$ cat src/qeo_pkg.sv
package qeo_pkg;

    typedef enum logic [2:0] {
        OP_INIT        = 3'd0,
        OP_SAMPLE      = 3'd1,
        OP_READ_SPEED  = 3'd2,
        OP_ODOM_UPDATE = 3'd3,
        OP_ODOM_RESET  = 3'd4,
        OP_ODOM_READ   = 3'd5
    } op_t;

    // control that the top level hands to each wheel when a beat is processed
    typedef struct packed {
        logic fire;
        op_t  op;
    } step_ctl_t;

    localparam int CountWidth = 32;
    localparam int DeltaWidth = 16;

    // x4 decode, indexed by {previous phase, current phase}
    localparam logic signed [1:0] X4_TABLE [16] = '{
         2'sd0, -2'sd1,  2'sd1,  2'sd0,
         2'sd1,  2'sd0,  2'sd0, -2'sd1,
        -2'sd1,  2'sd0,  2'sd0,  2'sd1,
         2'sd0,  2'sd1, -2'sd1,  2'sd0
    };

    function automatic logic signed [1:0] x4_step(input logic [3:0] transition);
        return X4_TABLE[transition];
    endfunction

endpackage

$ cat src/qeo_wheel.sv
module qeo_wheel (
    input  logic                                  clk,
    input  logic                                  rst_n,
    input  qeo_pkg::step_ctl_t                    ctl,
    input  logic [1:0]                            phase,
    input  logic signed [qeo_pkg::DeltaWidth-1:0] delta,
    output logic signed [qeo_pkg::CountWidth-1:0] speed,
    output logic signed [qeo_pkg::CountWidth-1:0] signed_total,
    output logic        [qeo_pkg::CountWidth-1:0] travel_total
);
    import qeo_pkg::*;

    logic [1:0]                   prev_reg, prev_next;
    logic [CountWidth-1:0]        window_reg, window_next;
    logic [CountWidth-1:0]        signed_reg, signed_next;
    logic [CountWidth-1:0]        travel_reg, travel_next;
    logic signed [1:0]            step;
    logic [CountWidth-1:0]        window_step;
    logic signed [DeltaWidth:0]   delta_wide;
    logic [DeltaWidth:0]          delta_mag;

    assign step        = x4_step({prev_reg, phase});
    assign window_step = window_reg + CountWidth'(step);
    assign delta_wide  = (DeltaWidth+1)'(delta);
    // most negative delta gives a magnitude one past the signed range, hence the extra bit
    assign delta_mag   = delta_wide[DeltaWidth] ? (DeltaWidth+1)'(-delta_wide)
                                                : (DeltaWidth+1)'(delta_wide);

    always_comb
    begin
        prev_next   = prev_reg;
        window_next = window_reg;
        signed_next = signed_reg;
        travel_next = travel_reg;
        unique case (ctl.op)
            OP_INIT:
            begin
                prev_next = phase;
            end
            OP_SAMPLE:
            begin
                prev_next   = phase;
                window_next = window_step;
            end
            OP_READ_SPEED:
            begin
                window_next = '0;
            end
            OP_ODOM_UPDATE:
            begin
                signed_next = signed_reg + CountWidth'(delta);
                travel_next = travel_reg + CountWidth'(delta_mag);
            end
            OP_ODOM_RESET:
            begin
                signed_next = '0;
                travel_next = '0;
            end
            default:
            begin
                prev_next = prev_reg;
            end
        endcase
    end

    // read_speed reports the count before the clear
    assign speed        = (ctl.op == OP_SAMPLE) ? signed'(window_step) : signed'(window_reg);
    assign signed_total = signed'(signed_next);
    assign travel_total = travel_next;

    always_ff @(posedge clk or negedge rst_n)
    begin
        if (!rst_n)
        begin
            prev_reg   <= '0;
            window_reg <= '0;
            signed_reg <= '0;
            travel_reg <= '0;
        end
        else if (ctl.fire)
        begin
            prev_reg   <= prev_next;
            window_reg <= window_next;
            signed_reg <= signed_next;
            travel_reg <= travel_next;
        end
    end

    a_read_clears: assert property (@(posedge clk) disable iff (!rst_n)
        ctl.fire && ctl.op == OP_READ_SPEED |=> window_reg == '0)
        else $error("window count not cleared after read_speed");

    a_sample_tracks_phase: assert property (@(posedge clk) disable iff (!rst_n)
        ctl.fire && ctl.op == OP_SAMPLE |=> prev_reg == $past(phase))
        else $error("previous phase not updated on sample");

    a_idle_holds: assert property (@(posedge clk) disable iff (!rst_n)
        !ctl.fire |=> $stable(window_reg) && $stable(signed_reg) && $stable(travel_reg))
        else $error("wheel state changed without a beat");

    a_reset_totals: assert property (@(posedge clk) disable iff (!rst_n)
        ctl.fire && ctl.op == OP_ODOM_RESET |=> signed_reg == '0 && travel_reg == '0)
        else $error("odometry totals not cleared");

endmodule

$ cat src/quadrature_encoder_odometry.sv
// Two-wheel x4 quadrature decoder with odometry totals. Every input beat carries an
// operation (init, sample, read_speed, odometry_update, odometry_reset, odometry_read)
// and returns exactly one result beat with both window counts and all four totals.
// A beat is registered on entry, then decoded and applied to the wheel state once the
// result register can take it (it waits while the result side stalls), and lands in the
// result register; one beat per cycle sustained, limited only by the result side stalling.
module quadrature_encoder_odometry (
    input  logic                                  clk,
    input  logic                                  rst_n,
    input  logic                                  item_valid,
    output logic                                  item_stall,
    input  logic [2:0]                            operation,
    input  logic                                  phase_a_left,
    input  logic                                  phase_b_left,
    input  logic                                  phase_a_right,
    input  logic                                  phase_b_right,
    input  logic signed [qeo_pkg::DeltaWidth-1:0] delta_left,
    input  logic signed [qeo_pkg::DeltaWidth-1:0] delta_right,
    output logic                                  result_valid,
    input  logic                                  result_stall,
    output logic signed [qeo_pkg::CountWidth-1:0] speed_left,
    output logic signed [qeo_pkg::CountWidth-1:0] speed_right,
    output logic signed [qeo_pkg::CountWidth-1:0] signed_total_left,
    output logic signed [qeo_pkg::CountWidth-1:0] signed_total_right,
    output logic        [qeo_pkg::CountWidth-1:0] travel_total_left,
    output logic        [qeo_pkg::CountWidth-1:0] travel_total_right
);
    import qeo_pkg::*;

    logic                          item_valid_reg;
    logic [2:0]                    op_reg;
    logic [1:0]                    phase_left_reg, phase_right_reg;
    logic signed [DeltaWidth-1:0]  delta_left_reg, delta_right_reg;
    logic                          result_valid_reg;
    logic signed [CountWidth-1:0]  speed_left_reg, speed_right_reg;
    logic signed [CountWidth-1:0]  signed_left_reg, signed_right_reg;
    logic [CountWidth-1:0]         travel_left_reg, travel_right_reg;

    logic                          accept;
    logic                          advance;
    step_ctl_t                     ctl;
    logic signed [CountWidth-1:0]  speed_left_c, speed_right_c;
    logic signed [CountWidth-1:0]  signed_left_c, signed_right_c;
    logic [CountWidth-1:0]         travel_left_c, travel_right_c;

    // the held beat moves on when the result register is empty or being drained
    assign advance    = item_valid_reg && (!result_valid_reg || !result_stall);
    assign item_stall = item_valid_reg && !advance;
    assign accept     = item_valid && !item_stall;

    assign ctl.fire = advance;
    assign ctl.op   = op_t'(op_reg);

    qeo_wheel u_left (
        .clk          (clk),
        .rst_n        (rst_n),
        .ctl          (ctl),
        .phase        (phase_left_reg),
        .delta        (delta_left_reg),
        .speed        (speed_left_c),
        .signed_total (signed_left_c),
        .travel_total (travel_left_c)
    );

    qeo_wheel u_right (
        .clk          (clk),
        .rst_n        (rst_n),
        .ctl          (ctl),
        .phase        (phase_right_reg),
        .delta        (delta_right_reg),
        .speed        (speed_right_c),
        .signed_total (signed_right_c),
        .travel_total (travel_right_c)
    );

    always_ff @(posedge clk or negedge rst_n)
    begin
        if (!rst_n)
        begin
            item_valid_reg   <= 1'b0;
            result_valid_reg <= 1'b0;
        end
        else
        begin
            if (accept)
            begin
                item_valid_reg <= 1'b1;
            end
            else if (advance)
            begin
                item_valid_reg <= 1'b0;
            end

            if (advance)
            begin
                result_valid_reg <= 1'b1;
            end
            else if (!result_stall)
            begin
                result_valid_reg <= 1'b0;
            end
        end
    end

    always_ff @(posedge clk)
    begin
        if (accept)
        begin
            op_reg          <= operation;
            phase_left_reg  <= {phase_a_left, phase_b_left};
            phase_right_reg <= {phase_a_right, phase_b_right};
            delta_left_reg  <= delta_left;
            delta_right_reg <= delta_right;
        end
        if (advance)
        begin
            speed_left_reg   <= speed_left_c;
            speed_right_reg  <= speed_right_c;
            signed_left_reg  <= signed_left_c;
            signed_right_reg <= signed_right_c;
            travel_left_reg  <= travel_left_c;
            travel_right_reg <= travel_right_c;
        end
    end

    assign result_valid       = result_valid_reg;
    assign speed_left         = speed_left_reg;
    assign speed_right        = speed_right_reg;
    assign signed_total_left  = signed_left_reg;
    assign signed_total_right = signed_right_reg;
    assign travel_total_left  = travel_left_reg;
    assign travel_total_right = travel_right_reg;

    a_stall_only_when_full: assert property (@(posedge clk) disable iff (!rst_n)
        item_stall |-> item_valid_reg && result_valid_reg && result_stall)
        else $error("input stalled while the pipeline could move");

    a_advance_fills_result: assert property (@(posedge clk) disable iff (!rst_n)
        advance |=> result_valid_reg)
        else $error("processed beat did not reach the result register");

    a_no_drop: assert property (@(posedge clk) disable iff (!rst_n)
        item_valid_reg && !advance |=> item_valid_reg)
        else $error("held beat lost without being processed");

endmodule
$ cat config.mk
export PLATFORM = sky130hd
export DESIGN_NAME = quadrature_encoder_odometry
export DESIGN_NICKNAME = d
export VERILOG_FILES = /design/src/qeo_pkg.sv /design/src/qeo_wheel.sv /design/src/quadrature_encoder_odometry.sv
export SDC_FILE = /design/constraint.sdc
export NUM_CORES = 1
export LEC_CHECK = 0
export BUFFER_PORTS_ARGS = -buffer_cell sky130_fd_sc_hd__buf_2
export CAP_MARGIN = 10
export CORE_ASPECT_RATIO = 0.6
export CORE_MARGIN = 3
export CORE_UTILIZATION = 50
export CTS_BUF_LIST = sky130_fd_sc_hd__clkbuf_4
export DETAILED_ROUTE_END_ITERATION = 6
export GPL_ROUTABILITY_DRIVEN = 0
export GPL_TIMING_DRIVEN = 0
export PLACE_DENSITY = 0.72
export SLEW_MARGIN = 10
export SYNTH_ARGS = -nofsm -noshare
export SYNTH_HDL_FRONTEND = slang
export SYNTH_SLANG_ARGS = --single-unit
$ cat constraint.sdc
create_clock -name clk -period 6.82 [get_ports clk]
set_input_delay 1.023 -clock clk [delete_from_list [all_inputs] [get_ports clk]]
set_output_delay 1.023 -clock clk [all_outputs]
set_load 0.1 [all_outputs]
==> results of run 1 <==
## metal layers
metal | vias up | routed length, um | track usage (%)
met2 | 1131 | 30700 | 40.6
met4 | 0 | 2400 | 9.57
li1 | 9930 | - | -
met5 | - | 0 | 0
met3 | 177 | 6900 | 5.36
met1 | 10400 | 34400 | 41.9
## through the flow
step                      total power (W)  util, %  setup WS [ps]  TNS [ps]
after floorplan                   0.00933        -           1720         0
after CTS                          0.0130     58.6           1520         0
final                              0.0131     58.6           1260         0
after detailed placement           0.0107     55.8           1540         0
after global routing               0.0139     58.6            980         0
after global placement             0.0105     55.5           -687   -134510
## synth_stat cells (all sizes together), types with 10 or more instances
library cell,n
a211oi,12
nor2,100
and3,19
nor3,24
edfxtp,231
nand3,53
xnor2,106
ha,169
dfrtp,198
o21ai,261
a21o,74
o31ai,31
clkbuf,97
o21bai,16
or3,19
a21oi,145
nand2,393
nand2b,18
xor2,61
and2,13
inv,53
nand4,19
a22o,122
a211o,10
mux2,12
a31oi,28
nor2b,25
o21a,27
## critical path, stage by stage (launching register included)
cell      delay (ps)
edfxtp_1         860
clkbuf_1         580
clkbuf_1         510
o31ai_1          180
xnor2_1          160
ha_1             330
nor2b_1          140
o21ai_0          140
a21oi_1          480
a211oi_1         160
nor3_1           800
clkbuf_1         450
nand4_1          180
nand3_1          130
o21ai_0          140
## kinds of logic after synthesis
logic type	count (synthesis)	synth area share, %
compound gates	806	21.3
xor+xnor	167	5.87
fa+ha+maj	175	8.96
buf+inv	159	2.40
flops	429	47.7
mux	20	0.963
other cells	1	0.0150
simple gates	716	12.8
## worst min-delay path by stage
stage                                from                               end  depth (start not counted)
2_1_floorplan  item_valid_reg$_DFFE_PN0P_          result_valid$_DFFE_PN0P_                          1
3_3_place_gp   item_valid_reg$_DFFE_PN0P_          result_valid$_DFFE_PN0P_                          1
3_5_place_dp   item_valid_reg$_DFFE_PN0P_          result_valid$_DFFE_PN0P_                          1
4_1_cts                             rst_n  u_left.signed_reg[3]$_DFFE_PN0P_                          1
5_1_grt                             rst_n  u_left.signed_reg[3]$_DFFE_PN0P_                          1
6_report                            rst_n  u_left.signed_reg[3]$_DFFE_PN0P_                          1
## cell type report
type / instances / area [sq um] / share of cell area [%]
Timing Repair Buffer: 241 / 1320 / 4.64
Antenna cell: 1 / 2.50 / 0.00879
Clock inverter: 47 / 292 / 1.02
Multi-Input combinational cell: 1886 / 12500 / 43.7
Tap cell: 640 / 801 / 2.81
Inverter: 53 / 199 / 0.699
Clock buffer: 146 / 1100 / 3.85
Sequential cell: 429 / 11900 / 41.8
Buffer: 106 / 413 / 1.45
## power groups by stage
stage	Clock (W)	Sequential, W	Combinational, W
2_1_floorplan	0	0.00572	0.00361
3_3_place_gp	0	0.00407	0.00640
3_5_place_dp	0	0.00409	0.00664
4_1_cts	0.00231	0.00405	0.00668
5_1_grt	0.00244	0.00414	0.00732
6_report	0.00226	0.00406	0.00678
==> flow_summary.ini, run 1 <==
[run_status]
status = finished, violations left
violations = DRC

[clock_tree]
clk_path_buf_depth = 3
post_cts_buffers = 0
cts_sinks = 429
clk_latency_ps = 850
post_cts_resized = 0
clockRootBuffer = clkbuf_4
hold_buffers = 0
cts_buffers = 102
cts_max_level = 3
clkTransAtPathRegs_ps = 80
cts_tree = built

[synthesis]
synth_seq_cells = 429
ys_warn_count = 0
yosysSeqAreaShare_pct = 47.7
asyncSetResetFlopFracSynth_pct = 46.2
synth_area_per_cell_sq_um = 10.1
netlist_area_sq_mm = 0.0249
yosys.cell_types.count = 80
synth_area_leaders = edfxtp_1, dfrtp_1, ha_1, nand2_1, o21ai_0
yosys.area.top_type_share_pct = 27.8
synthCells = 2473
synth_top_cell_by_area = edfxtp_1
ys.flop_type = edfxtp_1
synth_edf_count = 231

[setup_path]
r2r-end = travel_total_right[31]$_DFFE_PP_
crit_required_ps = 7320
r2r_cells = 14
cp-end-kind = register
endpoint = travel_total_right[31]$_DFFE_PP_
critPathMaxFanout = 19
r2r_slack_ps = 1260
worstPathArrival_ps = 6060
startpoint = delta_right_reg[15]$_DFFE_PP_
cp-start-kind = register
r2r-start = delta_right_reg[15]$_DFFE_PP_
crit_type = register to register

[cells_and_area]
final_common_cell = nand2_1
fin_cells = 3549
final_area_sq_mm = 0.0285
synthToLayoutAreaGrowth_pct = 14.2
fin_nets = 3037
fill_cells = 4123
drive_gt1_share_pct = 15.0
layout_common_cells = nand2_1, o21ai_0, buf_2

[placed_design]
dpl-instance-area_sq_mm = 0.0271
io_buffer_count = 236
dp_hpwl_mm = 53.9
placedCellCount = 3355

[power_and_ir_drop]
p_per_area_mw_per_mm2 = 460
vdd_ir_drop_max_uv = 239
pwr-share-comb_pct = 51.7
switching_share_pct = 48.1
intPower_w = 0.00680
p_sw_w = 0.00630
seqPwrFrac_pct = 31.0
p_leak_nw = 12.8
power.share.clock_pct = 17.3

[sta]
slew_violations = 0
max_slew_margin_pct = 10.9
fmax_ghz = 0.180
fin_skew_ps = 87.1
rsz0062_at_grt = no
worst_hold_slack_ps = 108
setup_violations = 0
period_share_pct = 81.6
hold_viol = 0
final.min_clock_period_ps = 5560
worst_pin_slew_ps = 1300

[global_route]
grt_pass1_wl_mm = 116
first_global_vias = 20800
overflow = 0
grt_max_degree = 105
track_usage_pct = 28.0
antenna_found_initial = 2

[routing]
drc = 20
wl_mm = 74.5
vias = 21600
first_iter_violations = 2348
final_antenna_net_count = 0
dr.pass1.iters = 7
wl_per_cell_um = 21.0
vias_per_cell = 6.09

[die]
dieHeight_um = 179
dieArea_sq_mm = 0.0527
start_util_pct = 51.4
num_rows = 62
fp.coreArea_sq_mm = 0.0486
io_pins = 237
die_w_um = 294

[min_path]
hp-class = input pin to async pin

[run]
drv_cap = 0
No activity file was read; power rests on OpenSTA's default activity.
==> run 2: changes to the inputs <==
--- a/config.mk
+++ b/config.mk
@@ -14,7 +14,7 @@
 export DETAILED_ROUTE_END_ITERATION = 6
 export GPL_ROUTABILITY_DRIVEN = 0
 export GPL_TIMING_DRIVEN = 0
-export PLACE_DENSITY = 0.72
+export PLACE_DENSITY = 0.69
 export SLEW_MARGIN = 10
 export SYNTH_ARGS = -nofsm -noshare
 export SYNTH_HDL_FRONTEND = slang
==> constraint.sdc (replaced) <==
create_clock -name clk -period 5.3 [get_ports clk]
set_input_delay 0.795 -clock clk [delete_from_list [all_inputs] [get_ports clk]]
set_output_delay 0.795 -clock clk [all_outputs]
set_load 0.1 [all_outputs]
==> run 2 against run 1 <==
Effect of this change: the run now ends clean; non-clock buffer count grew 6; flip-flop and latch count is the same; sequential share of layout area shrank 0.093 points; maximum frequency grew 13%; combinational power grew 28%; register-to-register slack lost 880 ps; critical path depth grew 1; clock power grew 27%; critical path type unchanged; largest cell class unchanged.
==> flow_summary.ini, run 2 (synthesis results as in run 1) <==
[global_route]
gr-max-usage-layer = met1
grt_max_degree = 102
met2_usage_pct = 38.0
grt_util_met1_pct = 41.2
track_usage_pct = 27.0
overflow = 0
first_global_vias = 20200
use_met3_pct = 5.67
grt_pass1_wl_mm = 112
antenna_found_initial = 5

[min_path]
hp-class = input pin to register
hold_depth = 1
hold_start = delta_left[15]

[sta]
tns_ps = 0
fin_skew_ps = 70.9
worst_hold_slack_ps = 136
setup_violations = 0
period_share_pct = 92.9
slew_violations = 0
max_slew_margin_pct = 21.8
final.min_clock_period_ps = 4920
rsz0062_at_grt = no
worst_pin_slew_ps = 1170
hold_viol = 0
fmax_ghz = 0.203

[setup_path]
cp-start-kind = register
crit_required_ps = 5830
worstPathArrival_ps = 5460
r2r-start = delta_left_reg[15]$_DFFE_PP_
r2r_cells = 15
startpoint = delta_left_reg[15]$_DFFE_PP_
crit_type = register to register
cp-end-kind = register
critPathMaxFanout = 10

[routing]
wl_per_cell_um = 20.2
final_antenna_net_count = 0
vias_per_cell = 5.98
vias = 21300
dr.pass1.iters = 5
first_iter_violations = 2112
wl_mm = 71.9
drc = 0

[placed_design]
io_buffer_count = 236
dp_hpwl_mm = 51.9

[cells_and_area]
final_common_cell = nand2_1
synthToLayoutAreaGrowth_pct = 14.4
fill_cells = 4167
fin_util_pct = 58.7
layout_common_cells = nand2_1, o21ai_0, buf_2
fin_nets = 3046
drive_gt1_share_pct = 15.6

[die]
die_w_um = 294
io_pins = 237
num_rows = 62
dieHeight_um = 179
fp.coreArea_sq_mm = 0.0486
dieArea_sq_mm = 0.0527
start_util_pct = 51.4

[clock_tree]
cts_max_level = 3
clk_path_buf_depth = 3
cts_sinks = 429
clk_latency_ps = 840
clkTransAtPathRegs_ps = 70
clockRootBuffer = clkbuf_4
cts_buffers = 105
cts_tree = built

[power_and_ir_drop]
vdd_ir_drop_max_uv = 326
power_w = 0.0167
p_per_area_mw_per_mm2 = 587
p_leak_nw = 12.8

[run]
drv_cap = 0

[run_status]
status = completed
[run 2: cell count changes in the layout (fill, tap and decap cells not counted)]
cell	previous run	this run
dlygate4sd3_1	0	1
clkbuf_2	1	2
clkinv_2	5	12
clkbuf_1	96	95
buf_4	0	5
diode_2	1	3
nor3_1	24	23
inv_2	1	3
bufinv_16	4	2
clkbuf_4	146	153
clkinv_1	36	28
nor3_2	0	1
[run 2: cell type report]
| type | instances | area (sq um) | area share, % |
|---|---|---|---|
| antenna | 3 | 7.51 | 0.0263 |
| clock buffer | 153 | 1150 | 4.03 |
| timing repair buffer | 247 | 1370 | 4.80 |
| sequential | 429 | 11900 | 41.7 |
| tap | 640 | 801 | 2.81 |
| inverter | 53 | 199 | 0.697 |
| clock inverter | 46 | 244 | 0.855 |
| multi-input combinational | 1886 | 12500 | 43.7 |
| buffer | 106 | 414 | 1.45 |
[run 2: timing repair]
action | CTS | global route
buffers inserted | 0 | 5
endpoints found under the setup margin | 0 | 49
gates resized for setup | 0 | 3
endpoints found under the hold margin | 67 | 0
hold buffers | 1 | 0
[run 2: where the power goes]
part,total [W],switching [W],leakage [nW],internal [W]
clock,0.00287,0.00143,0.836,0.00144
combinational,0.00865,0.00596,7.10,0.00269
sequential,0.00522,0.000629,4.91,0.00459
[run 2: worst paths after layout]
check,end,slack (ps)
worst max-delay path,travel_total_left[22]$_DFFE_PP_,380
worst min-delay path,delta_left_reg[15]$_DFFE_PP_,140
worst max register to register,travel_total_left[22]$_DFFE_PP_,380
worst min register to register,u_right.travel_reg[0]$_DFFE_PN0P_,510
max in group asynchronous,u_right.window_reg[11]$_DFFE_PN0P_,3590
min in group asynchronous,u_left.travel_reg[3]$_DFFE_PN0P_,510
[run 2: worst max-delay path, stage by stage, from the launching register on]
cell      delay [ps]
edfxtp_1         500
clkbuf_2         370
buf_1            460
o31ai_1          180
xnor2_1          160
ha_1             290
o21ai_0          130
a21boi_0         490
o311ai_0         420
a21oi_1          480
o21a_1           300
buf_2            270
nand4_1          180
and2_1           210
nand2_1           60
o21ai_0          130
[run 2: per-stage QoR]
stage	cells	setup slack (ps)	cell area, sq um
after CTS	3555	12.6	28500
after global placement	3350	-1750	26900
after global routing	3563	46.0	28500
after detailed placement	3355	49.3	27100
after floorplan	2474	364	24900
final	3563	376	28500
[run 2: per-layer routing]
metal	up-vias	part of all wire (%)
li1	9946	-
met1	10300	48
met2	948	41
met3	138	8.6
met4	0	2.7
met5	-	0
==> run 3: changes to the inputs <==
--- a/config.mk
+++ b/config.mk
@@ -9,12 +9,11 @@
 export CAP_MARGIN = 10
 export CORE_ASPECT_RATIO = 0.6
 export CORE_MARGIN = 3
-export CORE_UTILIZATION = 50
+export CORE_UTILIZATION = 25
 export CTS_BUF_LIST = sky130_fd_sc_hd__clkbuf_4
 export DETAILED_ROUTE_END_ITERATION = 6
 export GPL_ROUTABILITY_DRIVEN = 0
 export GPL_TIMING_DRIVEN = 0
-export PLACE_DENSITY = 0.69
 export SLEW_MARGIN = 10
 export SYNTH_ARGS = -nofsm -noshare
 export SYNTH_HDL_FRONTEND = slang
==> run 3 against run 2 <==
Effect of this change: flip-flop and latch count stayed put; via count fell by 1.7%; critical endpoint is now travel_total_right[28]$_DFFE_PP_; highest routed layer unchanged; cell count increased by 21%; critical path depth is the same; sequential share of layout area is 2.0 points lower; largest cell class unchanged; worst setup slack worse by 98 ps; largest power group unchanged.
==> flow_summary.ini, run 3 (synthesis results as in run 1) <==
[die]
io_pins = 237
dieHeight_um = 251
dieArea_sq_mm = 0.104
start_util_pct = 25.3
fp.coreArea_sq_mm = 0.0986
num_rows = 89
die_w_um = 414

[routing]
first_iter_violations = 1830
wl_met1_mm = 39.4
wl_mm = 81.3
vias = 20900
dr_wl_met3_mm = 6.92
routed.top_layer = met4
wl_per_cell_um = 18.9
wl_met2_mm = 32.7
dr.pass1.iters = 5
vias_per_cell = 4.87
final_antenna_net_count = 0
drc = 0

[placed_design]
dp_slack_ps = 37.2
io_buffer_count = 236
dp_hpwl_mm = 59.7

[sta]
period_share_pct = 94.8
slew_violations = 0
hold_viol = 0
worst_pin_slew_ps = 1230
setup_slack_ps = 278
setup_violations = 0
max_slew_margin_pct = 18.0
rsz0062_at_grt = no
fin_skew_ps = 49.6
fmax_ghz = 0.199
final.min_clock_period_ps = 5020

[power_and_ir_drop]
vdd_ir_drop_max_uv = 288
p_per_area_mw_per_mm2 = 572
p_leak_nw = 13.1
power_w = 0.0171

[cells_and_area]
final_common_cell = nand2_1
fill_cells = 10300
drive_gt1_share_pct = 15.9
fin_nets = 3095
layout_common_cells = nand2_1, o21ai_0, buf_2
synthToLayoutAreaGrowth_pct = 20.1

[setup_path]
cp-end-kind = register
crit_required_ps = 5950
worstPathArrival_ps = 5670
critPathMaxFanout = 10
crit_type = register to register
cp-start-kind = register

[run]
drv_cap = 0

[clock_tree]
clkTransAtPathRegs_ps = 60
cts_max_level = 3
cts_buffers = 119
clockRootBuffer = clkbuf_4
cts_sinks = 429
clk_latency_ps = 910
clk_path_buf_depth = 3
cts_tree = built

[min_path]
hp-class = input pin to register

[global_route]
overflow = 0
first_global_vias = 19800
antenna_found_initial = 3
grt_pass1_wl_mm = 122
track_usage_pct = 15.3
grt_max_degree = 100

[run_status]
status = completed
-- run 3: cell types whose count changed in the layout (fill, tap and decap cells not counted), sizes merged --
cell / before / now
clkbuf: 250 / 273
buf: 255 / 257
dlygate4sd3: 1 / 34
diode: 3 / 2
inv: 56 / 55
clkinv: 40 / 47
-- run 3: area by class of cell --
class / instances / area, sq um / share of cell area, %
plain buffers: 106 / 413 / 1.38
well taps: 1319 / 1650 / 5.51
inverters: 53 / 199 / 0.664
diodes: 2 / 5.00 / 0.0167
flip-flops and latches: 429 / 11900 / 39.7
clock buffers: 176 / 1320 / 4.41
multi-input cells: 1886 / 12500 / 41.6
clock inverters: 52 / 265 / 0.886
repair buffers: 282 / 1740 / 5.82
-- run 3: worst paths after layout --
check / from / to / slack, ps / depth (start not counted)
setup / recovery: delta_right_reg[15]$_DFFE_PP_ / travel_total_right[28]$_DFFE_PP_ / 280 / 15
hold / removal: delta_right[6] / delta_right_reg[6]$_DFFE_PP_ / 130 / 1
setup reg to reg: delta_right_reg[15]$_DFFE_PP_ / travel_total_right[28]$_DFFE_PP_ / 280 / 15
hold reg to reg: item_valid_reg$_DFFE_PN0P_ / result_valid$_DFFE_PN0P_ / 500 / 1
max in group asynchronous: rst_n / u_right.signed_reg[5]$_DFFE_PN0P_ / 4140 / 3
min in group asynchronous: rst_n / u_right.window_reg[6]$_DFFE_PN0P_ / 350 / 2
-- run 3: what timing repair did --
action                                  4_1_cts  5_1_grt
hold buffers                                 29        5
setup buffers                                 1        5
endpoints found under the hold margin        49        5
endpoints found under the setup margin        1       18
gates resized for setup                       0        2
cloned                                        0        0
-- run 3: worst max-delay path: stages, from the launching register on --
cell       delay [ps]
edfxtp_1          420
clkbuf_1          480
clkbuf_1          440
nand2_1            90
o21ai_0           170
inv_1             120
fa_1              470
nor2b_1           160
o21a_1            170
o21ai_1           140
a211o_1           350
a21boi_1          240
o2111ai_1         340
a211o_1           480
clkbuf_1          260
o31ai_1           460
-- run 3: layer usage --
layer | up-vias | track usage [%]
met1 | 10100 | 22.7
li1 | 10100 | -
met4 | 0 | 4.68
met3 | 116 | 4.94
met2 | 688 | 20.8
met5 | - | 0
-- run 3: per-stage QoR --
stage          cell area [sq um]  TNS (ps)  instances  hold slack [ps]  utilization, %
2_1_floorplan              24900         0       2474              456               -
3_3_place_gp               27800   -628940       4029              469            28.2
3_5_place_dp               28000         0       4035              495            28.4
4_1_cts                    29900         0       4293           0.0656            30.3
5_1_grt                    30000         0       4305           -0.810            30.4
6_report                   30000         0       4305              128            30.4
-- run 3: power by group --
group	internal, W	total (W)	switching, W
Clock	0.00162	0.00317	0.00155
Sequential	0.00459	0.00524	0.000651
Combinational	0.00271	0.00872	0.00601
